## src/rtl/core/iba_pkg.sv

```systemverilog
// Shared constants, payload types and codes of the indexed block allocator.
`default_nettype none
package iba_pkg;

  localparam int DISK_BLOCKS = 64;
  localparam int MAX_FILES   = 16;
  localparam int ID_BITS     = 16;

  localparam int BLK_BITS  = $clog2(DISK_BLOCKS);
  localparam int SLOT_BITS = (MAX_FILES > 1) ? $clog2(MAX_FILES) : 1;
  localparam int SCAN_MAX  = (DISK_BLOCKS > MAX_FILES) ? DISK_BLOCKS : MAX_FILES;
  localparam int SCAN_BITS = $clog2(SCAN_MAX + 1);

  localparam logic [6:0] DISK_SIZE_RST = 7'd64;

  localparam logic OP_ALLOC = 1'b0;
  localparam logic OP_FREE  = 1'b1;

  localparam logic [1:0] MAP_FREE  = 2'd0;
  localparam logic [1:0] MAP_DATA  = 2'd1;
  localparam logic [1:0] MAP_INDEX = 2'd2;

  localparam logic [2:0] ST_OK       = 3'd0;
  localparam logic [2:0] ST_DUP      = 3'd1;
  localparam logic [2:0] ST_TOO_BIG  = 3'd2;
  localparam logic [2:0] ST_NO_INDEX = 3'd3;
  localparam logic [2:0] ST_NO_SPACE = 3'd4;
  localparam logic [2:0] ST_MISSING  = 3'd5;
  localparam logic [2:0] ST_FULL     = 3'd6;

  typedef struct packed {
    logic        op;
    logic [15:0] file_id;
    logic [7:0]  file_size;
  } req_t;

  typedef struct packed {
    logic [2:0] status;
    logic [5:0] index_block;
    logic [6:0] free_count;
  } rsp_t;

  typedef struct packed {
    logic [ID_BITS-1:0]     key;
    logic [BLK_BITS-1:0]    idx_blk;
    logic [DISK_BLOCKS-1:0] data_map;
  } entry_t;

endpackage
`default_nettype wire

```

## src/rtl/core/iba_ram.sv

```systemverilog
// Generic simple dual-port RAM with one write port and a registered read port.
`default_nettype none
module iba_ram #(
  parameter int WIDTH = 8,
  parameter int DEPTH = 16
) (
  input  wire logic                     clk,
  input  wire logic                     we,
  input  wire logic [$clog2(DEPTH)-1:0] waddr,
  input  wire logic [WIDTH-1:0]         wdata,
  input  wire logic [$clog2(DEPTH)-1:0] raddr,
  output logic      [WIDTH-1:0]         rdata
);

  logic [WIDTH-1:0] mem [DEPTH];

  always_ff @(posedge clk) begin
    if (we) begin
      mem[waddr] <= wdata;
    end
    rdata <= mem[raddr];
  end

endmodule
`default_nettype wire

```

## src/rtl/core/indexed_block_allocator.sv

```systemverilog
// Top level of the indexed block allocator: request sequencer around two RAMs.
//
// Requests arrive on in_valid/in_stall with in_data (op, file_id, file_size);
// one result per request leaves on out_valid/out_stall with out_data (status,
// index_block, free_count). A transaction completes when valid is high and
// stall is low. cfg_wr_en/cfg_wr_data write the disk size register.
// One request is worked at a time. Each request scans the file table RAM
// and counts free blocks in the block map RAM; an accepted allocate or
// deallocate then sweeps the block map again, reading and writing back one
// block a cycle. A rejected request offers its result after the count, a
// successful one after the second sweep and the table update; the next
// request can be accepted in the cycle after the result is loaded. The
// sweeps over the single block map read port set the request rate.
// The result waits in an output register, so the next request is taken
// while a stalled result is still held; only a second finished result waits
// for the first to leave. Reset clears the block map valid bits (every block
// reads free), empties the file table and sets the disk size to 64.
`default_nettype none
module indexed_block_allocator
  import iba_pkg::*;
(
  input  wire logic       clk,
  input  wire logic       rst,
  input  wire logic       cfg_wr_en,
  input  wire logic [6:0] cfg_wr_data,
  input  wire logic       in_valid,
  output logic            in_stall,
  input  wire req_t       in_data,
  output logic            out_valid,
  input  wire logic       out_stall,
  output rsp_t            out_data
);

  typedef enum logic [6:0] {
    S_IDLE = 7'b0000001,
    S_TAB  = 7'b0000010,
    S_CNT  = 7'b0000100,
    S_DEC  = 7'b0001000,
    S_MOD  = 7'b0010000,
    S_WRT  = 7'b0100000,
    S_FIN  = 7'b1000000
  } state_t;

  state_t state;
  req_t   req;
  rsp_t   res;

  logic [6:0]             disk_size;
  logic [SCAN_BITS-1:0]   cnt;
  logic                   pend;
  logic [SCAN_BITS-1:0]   paddr;
  logic                   found;
  logic [SLOT_BITS-1:0]   fslot;
  logic [BLK_BITS-1:0]    fidx;
  logic [DISK_BLOCKS-1:0] fmap;
  logic [6:0]             nfree;
  logic                   have_idx;
  logic [7:0]             taken;
  logic [BLK_BITS-1:0]    idx_reg;
  logic [DISK_BLOCKS-1:0] dmap;
  logic [DISK_BLOCKS-1:0] bvld;
  logic [MAX_FILES-1:0]   fvld;
  logic                   rd_ok;

  logic                map_we;
  logic [BLK_BITS-1:0] map_waddr;
  logic [1:0]          map_wdata;
  logic [BLK_BITS-1:0] map_raddr;
  logic [1:0]          map_rdata;

  logic                 tab_we;
  logic [SLOT_BITS-1:0] tab_raddr;
  entry_t               tab_wdata;
  entry_t               tab_rdata;

  logic [6:0]          lim;
  logic [1:0]          blk_old;
  logic                in_lim;
  logic                tab_hit;
  logic                take_idx;
  logic                take_dat;
  logic                cnt_free;
  logic                has_slot;
  logic [SLOT_BITS-1:0] free_slot;
  logic [BLK_BITS-1:0]  pblk;
  logic                 dec_go;
  logic [2:0]           dec_status;

  iba_ram #(.WIDTH(2), .DEPTH(DISK_BLOCKS)) u_map_ram (
    .clk   (clk),
    .we    (map_we),
    .waddr (map_waddr),
    .wdata (map_wdata),
    .raddr (map_raddr),
    .rdata (map_rdata)
  );

  iba_ram #(.WIDTH($bits(entry_t)), .DEPTH(MAX_FILES)) u_tab_ram (
    .clk   (clk),
    .we    (tab_we),
    .waddr (free_slot),
    .wdata (tab_wdata),
    .raddr (tab_raddr),
    .rdata (tab_rdata)
  );

  assign in_stall  = (state != S_IDLE);
  assign map_raddr = cnt[BLK_BITS-1:0];
  assign tab_raddr = cnt[SLOT_BITS-1:0];
  assign pblk      = paddr[BLK_BITS-1:0];
  assign lim       = (disk_size > 7'(DISK_BLOCKS)) ? 7'(DISK_BLOCKS) : disk_size;
  // A block never written since reset reads as free.
  assign blk_old   = rd_ok ? map_rdata : MAP_FREE;
  assign in_lim    = ({{(7 - BLK_BITS){1'b0}}, pblk} < lim);
  assign tab_hit   = pend && fvld[paddr[SLOT_BITS-1:0]] &&
                     (tab_rdata.key == req.file_id[ID_BITS-1:0]);
  assign tab_we    = (state == S_WRT) && (req.op == OP_ALLOC);
  assign tab_wdata = '{key: req.file_id[ID_BITS-1:0], idx_blk: idx_reg, data_map: dmap};

  always_comb begin
    has_slot  = 1'b0;
    free_slot = '0;
    for (int e = MAX_FILES - 1; e >= 0; e--) begin
      if (!fvld[e]) begin
        has_slot  = 1'b1;
        free_slot = SLOT_BITS'(e);
      end
    end
  end

  // Checks are taken in order; the first that fails gives the status.
  always_comb begin
    dec_go     = 1'b0;
    dec_status = ST_OK;
    if (req.op == OP_ALLOC) begin
      if (found) begin
        dec_status = ST_DUP;
      end else if (({1'b0, req.file_size} + 9'd1) > {2'b00, lim}) begin
        dec_status = ST_TOO_BIG;
      end else if (nfree == '0) begin
        dec_status = ST_NO_INDEX;
      end else if (({1'b0, nfree} - 8'd1) < req.file_size) begin
        dec_status = ST_NO_SPACE;
      end else if (!has_slot) begin
        dec_status = ST_FULL;
      end else begin
        dec_go = 1'b1;
      end
    end else begin
      if (!found) begin
        dec_status = ST_MISSING;
      end else begin
        dec_go = 1'b1;
      end
    end
  end

  // Read-modify-write of the block map: block n is written while block n+1 is read.
  always_comb begin
    map_we    = 1'b0;
    map_waddr = pblk;
    map_wdata = MAP_FREE;
    take_idx  = 1'b0;
    take_dat  = 1'b0;
    cnt_free  = 1'b0;
    if ((state == S_MOD) && pend) begin
      if (req.op == OP_ALLOC) begin
        if ((blk_old == MAP_FREE) && in_lim) begin
          if (!have_idx) begin
            take_idx = 1'b1;
          end else if (taken < req.file_size) begin
            take_dat = 1'b1;
          end else begin
            cnt_free = 1'b1;
          end
        end
        map_we    = take_idx | take_dat;
        map_wdata = take_idx ? MAP_INDEX : MAP_DATA;
      end else begin
        if ((pblk == fidx) || fmap[pblk]) begin
          map_we   = 1'b1;
          cnt_free = in_lim;
        end else begin
          cnt_free = (blk_old == MAP_FREE) && in_lim;
        end
      end
    end
  end

  always_ff @(posedge clk) begin
    if (rst) begin
      state     <= S_IDLE;
      out_valid <= 1'b0;
      disk_size <= DISK_SIZE_RST;
      bvld      <= '0;
      fvld      <= '0;
      pend      <= 1'b0;
      rd_ok     <= 1'b0;
    end else begin
      if (cfg_wr_en) begin
        disk_size <= cfg_wr_data;
      end
      rd_ok <= bvld[map_raddr];
      if (map_we) begin
        bvld[map_waddr] <= 1'b1;
      end
      // The finishing state loads or holds the output register itself.
      if (out_valid && !out_stall && (state != S_FIN)) begin
        out_valid <= 1'b0;
      end
      case (state)
        S_IDLE: begin
          if (in_valid) begin
            req   <= in_data;
            cnt   <= '0;
            pend  <= 1'b0;
            found <= 1'b0;
            state <= S_TAB;
          end
        end
        S_TAB: begin
          if (tab_hit && !found) begin
            found <= 1'b1;
            fslot <= paddr[SLOT_BITS-1:0];
            fidx  <= tab_rdata.idx_blk;
            fmap  <= tab_rdata.data_map;
          end
          if (cnt < SCAN_BITS'(MAX_FILES)) begin
            pend  <= 1'b1;
            paddr <= cnt;
            cnt   <= cnt + 1'b1;
          end else begin
            pend  <= 1'b0;
            cnt   <= '0;
            nfree <= '0;
            state <= S_CNT;
          end
        end
        S_CNT: begin
          if (pend && (blk_old == MAP_FREE) && in_lim) begin
            nfree <= nfree + 1'b1;
          end
          if (cnt < SCAN_BITS'(DISK_BLOCKS)) begin
            pend  <= 1'b1;
            paddr <= cnt;
            cnt   <= cnt + 1'b1;
          end else begin
            pend  <= 1'b0;
            state <= S_DEC;
          end
        end
        S_DEC: begin
          cnt      <= '0;
          have_idx <= 1'b0;
          taken    <= '0;
          dmap     <= '0;
          res.status      <= dec_status;
          res.index_block <= '0;
          res.free_count  <= nfree;
          if (dec_go) begin
            nfree <= '0;
            state <= S_MOD;
          end else begin
            state <= S_FIN;
          end
        end
        S_MOD: begin
          if (take_idx) begin
            have_idx <= 1'b1;
            idx_reg  <= pblk;
          end
          if (take_dat) begin
            taken      <= taken + 1'b1;
            dmap[pblk] <= 1'b1;
          end
          if (cnt_free) begin
            nfree <= nfree + 1'b1;
          end
          if (cnt < SCAN_BITS'(DISK_BLOCKS)) begin
            pend  <= 1'b1;
            paddr <= cnt;
            cnt   <= cnt + 1'b1;
          end else begin
            pend  <= 1'b0;
            state <= S_WRT;
          end
        end
        S_WRT: begin
          res.status     <= ST_OK;
          res.free_count <= nfree;
          if (req.op == OP_ALLOC) begin
            fvld[free_slot] <= 1'b1;
            res.index_block <= 6'(idx_reg);
          end else begin
            fvld[fslot]     <= 1'b0;
            res.index_block <= 6'(fidx);
          end
          state <= S_FIN;
        end
        S_FIN: begin
          if (!out_valid || !out_stall) begin
            out_data  <= res;
            out_valid <= 1'b1;
            state     <= S_IDLE;
          end
        end
        default: begin
          state <= S_IDLE;
        end
      endcase
    end
  end

endmodule
`default_nettype wire

```

## config.mk

```make
export PLATFORM = sky130hd
export DESIGN_NAME = indexed_block_allocator
export DESIGN_NICKNAME = d
export VERILOG_FILES = /design/src/rtl/core/iba_pkg.sv /design/src/rtl/core/iba_ram.sv /design/src/rtl/core/indexed_block_allocator.sv
export SDC_FILE = /design/constraint.sdc
export NUM_CORES = 2
export LEC_CHECK = 0
export ABC_AREA = 1
export BUFFER_PORTS_ARGS = -buffer_cell sky130_fd_sc_hd__buf_2
export CAP_MARGIN = 20
export CORE_UTILIZATION = 42
export DETAILED_ROUTE_END_ITERATION = 8
export PLACE_DENSITY = 0.65
export SLEW_MARGIN = 20
export SYNTH_ARGS = -nofsm -noshare
export SYNTH_HDL_FRONTEND = slang
export SYNTH_SLANG_ARGS = --single-unit
```

## constraint.sdc

```tcl
create_clock -name clk -period 13.25 [get_ports clk]
set_input_delay 0 -clock clk [delete_from_list [all_inputs] [get_ports clk]]
set_output_delay 0 -clock clk [all_outputs]
set_load 0.03 [all_outputs]
```

### Yosys cells after proc, flatten, opt, wreduce, memory -nomap -nowiden

Memory sizes are Yosys's and may differ from the RTL's. A register that Yosys moved wholly into a read port is not among the register bits.
Index checks and enable logic that the tools add are counted.

| storage, ports and cells | value |
|---|---|
| bits in registers | 328 |
| bits in writable memories | 1504 |
| input bits | 37 |
| memories kept | 2 |
| word-level logic and storage cells | 248 |

| cells by class | value |
|---|---|
| mux-type cells | 126 |
| $add $sub $neg | 5 |
| reduce and logical (&&, ||, !) cells | 41 |
| eq/ne operators | 24 |
| bitwise logic cells | 8 |
| order comparisons | 15 |

Memories:

| memory | depth | width | rd ports | clocked after memory_dff | wr ports | line | source |
|---|---|---|---|---|---|---|---|
| u_tab_ram.mem | 16 | 86 | 1 | 1 | 1 | iba_ram.sv:15 | `logic [WIDTH-1:0] mem [DEPTH];` |
| u_map_ram.mem | 64 | 2 | 1 | 1 | 1 | iba_ram.sv:15 |  |

Operators by type and width:

| cell | count |
|---|---|
| 64-bit bitwise OR | 2 |
| 64-bit one-hot mux with 2 select lines | 1 |
| 7-bit two-way mux | 14 |
| 4-bit two-way mux | 16 |
| 64-bit two-way mux | 1 |
| 1-bit two-way mux | 63 |
| 7-bit one-hot mux with 4 select lines | 2 |
| 7-bit one-hot mux with 7 select lines | 1 |
| 16-bit one-hot mux with 2 select lines | 1 |
| 2-bit != test (second input constant) | 12 |
| 3-bit two-way mux | 7 |
| 6-bit two-way mux | 3 |
| 3-bit AND reduction | 6 |
| 16-bit bitwise AND | 1 |
| 16-bit equality test | 1 |
| 8-bit less-than comparator | 2 |
| 16-bit two-way mux | 1 |
| 16-bit inverter | 1 |
| 16-bit bitwise OR | 1 |
| 8-bit one-hot mux with 2 select lines | 1 |
| 4-bit by 5-bit less-than comparator with 1-bit output (second input constant) | 3 |
| 7-bit by 1-bit adder with 7-bit output (second input constant) | 2 |
| 6-bit by 7-bit less-than comparator with 1-bit output (second input constant) | 2 |
| 1-bit logical AND | 13 |
| other kinds (44) | 62 |

### Longest topological paths before layout

| logic depth | value |
|---|---|
| depth after elaboration | 24 |
| mapped depth | 18 |

### Modules after synthesis

Synthesis repeated with hierarchy kept, for this count alone.

| second synthesis, totals | value |
|---|---|
| cells, all modules | 7804 |
| area, all modules | 81914.8 sq um |

By module, submodules not included:

| module | cells an instance | seq. area each (sq um) | times used | area an instance (sq um) |
|---|---|---|---|---|
| iba_ram (u_tab_ram) | 5648 | 43041.3 | 1 | 60458.0 |
| indexed_block_allocator | 1619 | 8878.5 | 1 | 15811.4 |
| iba_ram (u_map_ram) | 537 | 3883.7 | 1 | 5645.4 |

### Worst setup path before layout

OpenSTA, ideal clock, no wires.

| timing path | value |
|---|---|
| path kind | reg2reg |
| start | register disk_size[6] |
| end | register dmap[0] (enable) |
| period minus slack after synthesis | 9.366 ns |
| stages on the path, launching flop included | 10 |
| buffers on the path | 0 |
| data arrival time | 8.667 ns |
| slack | 3.884 ns |
| path through | dfxtp_1 > clkinv_1 > nand2_1 > ha_1 > a21o_1 > a22oi_1 > nand2_1 > nor2_2 > inv_1 > o41ai_1 |

| on the way | value |
|---|---|
| longest elaborated chain between the ends | 11 |

Ends and longest elaborated chain:

| element | line | source |
|---|---|---|
| start: declaration | indexed_block_allocator.sv:48 | `logic [6:0] disk_size;` |
| start signal: assignment | indexed_block_allocator.sv:201 | `disk_size <= cfg_wr_data;` |
| 7-bit > comparator | indexed_block_allocator.sv:111 | `assign lim = (disk_size > 7'(DISK_BLOCKS)) ? 7'(DISK_BLOCKS) : disk_size;` |
| 7-bit two-way mux * | indexed_block_allocator.sv:111 |  |
| 6-bit by 7-bit less-than comparator with 1-bit output * | indexed_block_allocator.sv:114 | `assign in_lim = ({{(7 - BLK_BITS){1'b0}}, pblk} < lim);` |
| 1-bit logical AND * | indexed_block_allocator.sv:168 | `if ((blk_old == MAP_FREE) && in_lim) begin` |
| 1-bit two-way mux * | indexed_block_allocator.sv:168 |  |
| 1-bit two-way mux * | indexed_block_allocator.sv:167 | `if (req.op == OP_ALLOC) begin` |
| 1-bit two-way mux * | indexed_block_allocator.sv:166 | `if ((state == S_MOD) && pend) begin` |
| 1-bit two-way mux * | indexed_block_allocator.sv:167 |  |
| 1-bit two-way mux * | indexed_block_allocator.sv:166 |  |
| 2-bit != test (no source line) * | - |  |
| 3-bit AND reduction (no source line) * | - |  |
| end signal: assignment | indexed_block_allocator.sv:256 | `dmap <= '0;` |
| end signal: indexed assignment | indexed_block_allocator.sv:274 | `dmap[pblk] <= 1'b1;` |
| end: declaration | indexed_block_allocator.sv:60 | `logic [DISK_BLOCKS-1:0] dmap;` |

Mark *: on every way between the ends. The rest lies on a longest branch, timed or not. The select of a mux whose other input is x is not followed.
A chain may end at the register's enable or synchronous reset.

### Worst setup path after layout

| timing path | value |
|---|---|
| start | register paddr[1] |
| end | memory u_map_ram.mem[0][0] (enable) |

| on the way | value |
|---|---|
| longest elaborated chain between the ends | 10 |

Ends and longest elaborated chain:

| element | line | source |
|---|---|---|
| start: declaration | indexed_block_allocator.sv:51 | `logic [SCAN_BITS-1:0] paddr;` |
| start signal: assignment | indexed_block_allocator.sv:230 | `paddr <= cnt;` |
| start signal: assignment | indexed_block_allocator.sv:245 | `paddr <= cnt;` |
| start signal: assignment | indexed_block_allocator.sv:281 | `paddr <= cnt;` |
| 6-bit by 7-bit less-than comparator with 1-bit output | indexed_block_allocator.sv:114 |  |
| 1-bit logical AND | indexed_block_allocator.sv:168 |  |
| 1-bit two-way mux | indexed_block_allocator.sv:168 |  |
| 1-bit two-way mux | indexed_block_allocator.sv:167 |  |
| 1-bit two-way mux | indexed_block_allocator.sv:166 |  |
| 1-bit bitwise OR | indexed_block_allocator.sv:177 | `map_we = take_idx \| take_dat;` |
| 1-bit two-way mux | indexed_block_allocator.sv:167 |  |
| 1-bit two-way mux | indexed_block_allocator.sv:166 |  |
| 1-bit two-way mux | iba_ram.sv:18 | `if (we) begin` |
| 1-bit two-way mux (implied by the code) | iba_ram.sv:19 | `mem[waddr] <= wdata;` |
| end: declaration | iba_ram.sv:15 |  |

Parallel ways exist; a longest one is shown, timed or not. The select of a mux whose other input is x is not followed.

==> reports/summary.txt <==
DIE
----------------------------------------------------------------------------------------------------
Die outline area                                                                          0.180 mm^2
Row cnt                                                                                          154
Die height                                                                                    424 um
Starting density of the core                                                                   42.4%
IO Pins                                                                                           55
Area inside the core boundary                                                             0.177 mm^2
Width of the die                                                                              424 um

CLOCKING
----------------------------------------------------------------------------------------------------
Clock latency reported for the late side of the worst-skew pair                              0.83 ns
Cts bufs inserted                                                                                183
Root Buffer Master                                                                      sky130_fd_sc_hd__clkbuf_16
Deepest level of the CTS H-tree                                                                    4
Count of clock tree sinks                                                                       1920
CTS max path bufs                                                                                  3
Clock tree from TritonCTS                                                                       done
Clock-pin slew reported for the worst setup and hold paths after clock tree synthesis        0.06 ns

SETUP PATH
----------------------------------------------------------------------------------------------------
Highest fanout seen on the critical path                                                          64
Cells along the critical path                                                           inv_2, nand3_2, inv_2, nand2_1, nand2_1, nor2_1, nand3_1, a21oi_1, nand3_4, nand4_1, inv_1
R2R Path End                                                                            u_map_ram.mem[0][0]$_DFFE_PP_
CP peak stage delay                                                                          0.98 ns
Crit start category                                                                         register
WS Path Type                                                                            register to register
Slack of the worst reg-to-reg path                                                           8.46 ns
Arrival time reported for the critical path endpoint                                         5.36 ns
Critical path required time                                                                 13.82 ns
FF-to-FF Start                                                                          paddr[1]$_DFFE_PP_
Delay-heaviest family, CP                                                               simple AND/OR/NAND/NOR gates
CP bufs+invs                                                                                       3
Slowest stage cell on the critical path                                                 sky130_fd_sc_hd__edfxtp_1
Kind of end point of the critical path                                                      register
R2R cell count                                                                                    11

WORST HOLD PATH
----------------------------------------------------------------------------------------------------
Endpoint of the worst hold path                                                         fvld[0]$_SDFFE_PP0N_
Class of the tightest hold or removal check                                             input port to register
Worst hold path startpoint                                                                       rst
Min-Delay Path Depth                                                                               3

PLACE
----------------------------------------------------------------------------------------------------
DP Area                                                                                  0.0774 mm^2
Detailed placer's ending HPWL                                                              107000 um
Gp weighted congestion                                                                         0.904
Number of port buffers                                                                            54

YOSYS
----------------------------------------------------------------------------------------------------
Cell area after technology mapping                                                       0.0750 mm^2
Count of yosys warnings during synthesis                                                           0
Top-area cell type share of the netlist area                                                   69.5%
Biggest area consumer among synthesized cells                                           sky130_fd_sc_hd__edfxtp_1
Sequential element share of the synthesized area                                               74.4%
Top area cells in the synthesized netlist                                               sky130_fd_sc_hd__edfxtp_1 (70%), sky130_fd_sc_hd__o21ai_0 (5.8%), sky130_fd_sc_hd__nor2_1 (5.2%)
Mapped Avg Cell Area                                                                       13.0 um^2
Register bit count reported by yosys                                                            1920
Post-Syn Nets                                                                                   5847
Number of unique standard cell types used by synthesis                                            53
Fraction of registers with async set or reset after synthesis                                     0%
Number of flops mapped to enable cells by yosys                                                 1735
Dominant register cell in the synthesized netlist                                       sky130_fd_sc_hd__edfxtp_1
Most instantiated library cell after synthesis                                          sky130_fd_sc_hd__edfxtp_1
Most used standard cells in the synthesized netlist                                     sky130_fd_sc_hd__edfxtp_1 (1735), sky130_fd_sc_hd__nor2_1 (1042), sky130_fd_sc_hd__o21ai_0 (867), sky130_fd_sc_hd__clkbuf_1 (298), sky130_fd_sc_hd__o221ai_1 (293)
Number of cells produced by synthesis                                                           5778

TIMING
----------------------------------------------------------------------------------------------------
Unrepaired setup endpoints after global routing                                                   no
Worst-case hold slack                                                                       0.172 ns
Share of the clock period used by the worst path                                               36.2%
Final hold violation count                                                                         0
Setup violation total in the final timing report                                                   0
Worst slew pin tran                                                                          1.21 ns
Max Fclk                                                                                   0.209 GHz
Worst slew margin relative to its limit                                                        19.6%
Post-route setup TNS                                                                            0 ns
Final-report max-slew violation count                                                              0
Clk_skew                                                                                   0.0294 ns
Post-route minimum period                                                                    4.79 ns

FINAL LAYOUT
----------------------------------------------------------------------------------------------------
Count of nets after finishing                                                                   5872
Flip-flop count of the largest register, all copies and words added                             1376
Share of the core filled with cells in the final layout                                        47.6%
Fraction of layout cells with a size suffix above 1                                            8.22%
Biggest register                                                                        u_tab_ram.mem
Largest registers                                                                       u_tab_ram.mem: 1376 flops, u_map_ram.mem: 128 flops, u_tab_ram.rdata: 86 flops
Final instance area                                                                      0.0842 mm^2
Number of diodes added for antenna fixing                                                          0
Area overhead of the layout relative to synthesis                                              12.3%

ROUTE
----------------------------------------------------------------------------------------------------
Drt drc                                                                                            0
Routed length per placed instance                                                            24.9 um
Overall via count from detail_route                                                            49000
Max layer used                                                                                  met4
Detail Route Antenna Nets                                                                          0
Routed length on met1                                                                       85100 um
Detailed-router iteration count before antenna repair                                              8
Total wire length                                                                          206000 um
Iter 0 DRT Violations                                                                           5958
Met3 routed WL                                                                              18300 um
Met2 Routed Length                                                                          96600 um
Post-DR vias/cell                                                                               5.91

GLOBAL ROUTING
----------------------------------------------------------------------------------------------------
Vias in the first global route                                                                 46700
Overflow left after global routing                                                                 0
Total track usage                                                                              22.4%
Initial antenna violation count                                                                    4
First-pass GRT wire length                                                                 302000 um
Pin count of the biggest net entering global routing                                             247

RUN STATUS
----------------------------------------------------------------------------------------------------
Status                                                                                  finished, final reports clean

PWR
----------------------------------------------------------------------------------------------------
Pwr/cell area                                                                            175 mW/mm^2
Leakage power of the design                                                                  27.6 nW
Max rail drop VDD                                                                           0.132 mV
Overall power of the completed layout                                                        14.8 mW

FLOW RUN
----------------------------------------------------------------------------------------------------
Max-Cap Viols                                                                                      0

[final cells by class]
type                       instances  area (um^2)
clock inverter                    77          746
multi-input combinational       3213        16800
inverter                         264         1020
tap                             2340         2930
clock buffer                     265         5130
sequential                      1920        55800
timing repair buffer             221         1800
fill                           15100        92500
[how the worst max path moves through the flow]
stage                                   start                              to  slack, ns  cells after the start
detailed placement         paddr[0]$_DFFE_PP_  u_map_ram.mem[29][0]$_DFFE_PP_       8.05                     13
global placement           paddr[0]$_DFFE_PP_  u_map_ram.mem[29][0]$_DFFE_PP_       8.05                     13
floorplan           disk_size[6]$_SDFFE_PP1P_           dmap[0]$_SDFFCE_PN0P_       3.88                      9
CTS                        paddr[0]$_DFFE_PP_  u_map_ram.mem[51][1]$_DFFE_PP_       8.03                     13
global route            state[2]$_SDFFE_PP0P_          dmap[58]$_SDFFCE_PN0P_       8.16                     10
finish                     paddr[1]$_DFFE_PP_   u_map_ram.mem[0][0]$_DFFE_PP_       8.46                     11
[worst reg2reg max path, cell delays in order (launching register included)]
cell	delay, ns
sky130_fd_sc_hd__edfxtp_1	0.98
sky130_fd_sc_hd__inv_2	0.45
sky130_fd_sc_hd__nand3_2	0.50
sky130_fd_sc_hd__inv_2	0.27
sky130_fd_sc_hd__nand2_1	0.12
sky130_fd_sc_hd__nand2_1	0.09
sky130_fd_sc_hd__nor2_1	0.15
sky130_fd_sc_hd__nand3_1	0.15
sky130_fd_sc_hd__a21oi_1	0.33
sky130_fd_sc_hd__nand3_4	0.84
sky130_fd_sc_hd__nand4_1	0.52
sky130_fd_sc_hd__inv_1	0.12
[where the power goes]
group | internal (mW) | leakage, nW | switching (mW)
clock network | 2.93 | 2.88 | 2.24
logic | 0.714 | 7.59 | 1.90
registers | 6.77 | 17.1 | 0.224
[kinds of logic after synthesis]
| logic type | share of synthesized area, % |
|---|---|
| DFF | 74.4 |
| and+or+nand+nor | 9.25 |
| xor gates and xnor gates | 0.210 |
| AOI/OAI and AO/OA | 12.1 |
| adders and majority gates | 0.534 |
| buffers and inverters | 3.43 |
[through the flow]
stage               instances  setup WS, ns
floorplan                5778          3.88
global placement         7874          8.05
finish                   8300          8.46
CTS                      8299          8.03
detailed placement       7874          8.05
global route             8300          8.16
[timing repair]
action,4_1_cts,5_1_grt
hold buffers,83,0
endpoints found under the hold margin,131,0
resized for setup,0,0
buffers inserted,0,0
[layout by cell type (no fill, tap or decap), drive strengths merged]
cell type / count
dlygate4sd3: 83
a22oi: 5
o211ai: 61
o21bai: 1
or2: 5
nand3b: 3
o41ai: 1
bufinv: 12
xnor2: 1
a22o: 2
ha: 32
a211oi: 5
a21boi: 1
and3: 1
inv: 269
o221ai: 293
nand3: 172
a21oi: 174
nand4: 84
clkinv: 57
o2111ai: 2
clkbuf: 265
xor2: 17
o32ai: 1
nand2: 287
nor3b: 3
a21o: 1
nor4: 5
clkinvlp: 3
nor2: 1047
edfxtp: 1735
buf: 138
a31oi: 2
o21a: 2
a221oi: 5
o22ai: 98
dfxtp: 185
nor3: 32
o31ai: 2
o21ai: 868
[layer usage]
metal	GRT usage (%)	up-vias
met1	31.1	24800
met5	0	-
met2	35.7	2419
li1	-	21500
met3	3.64	392
met4	7.89	0
Note: power is estimated with default switching activity, not from simulation.
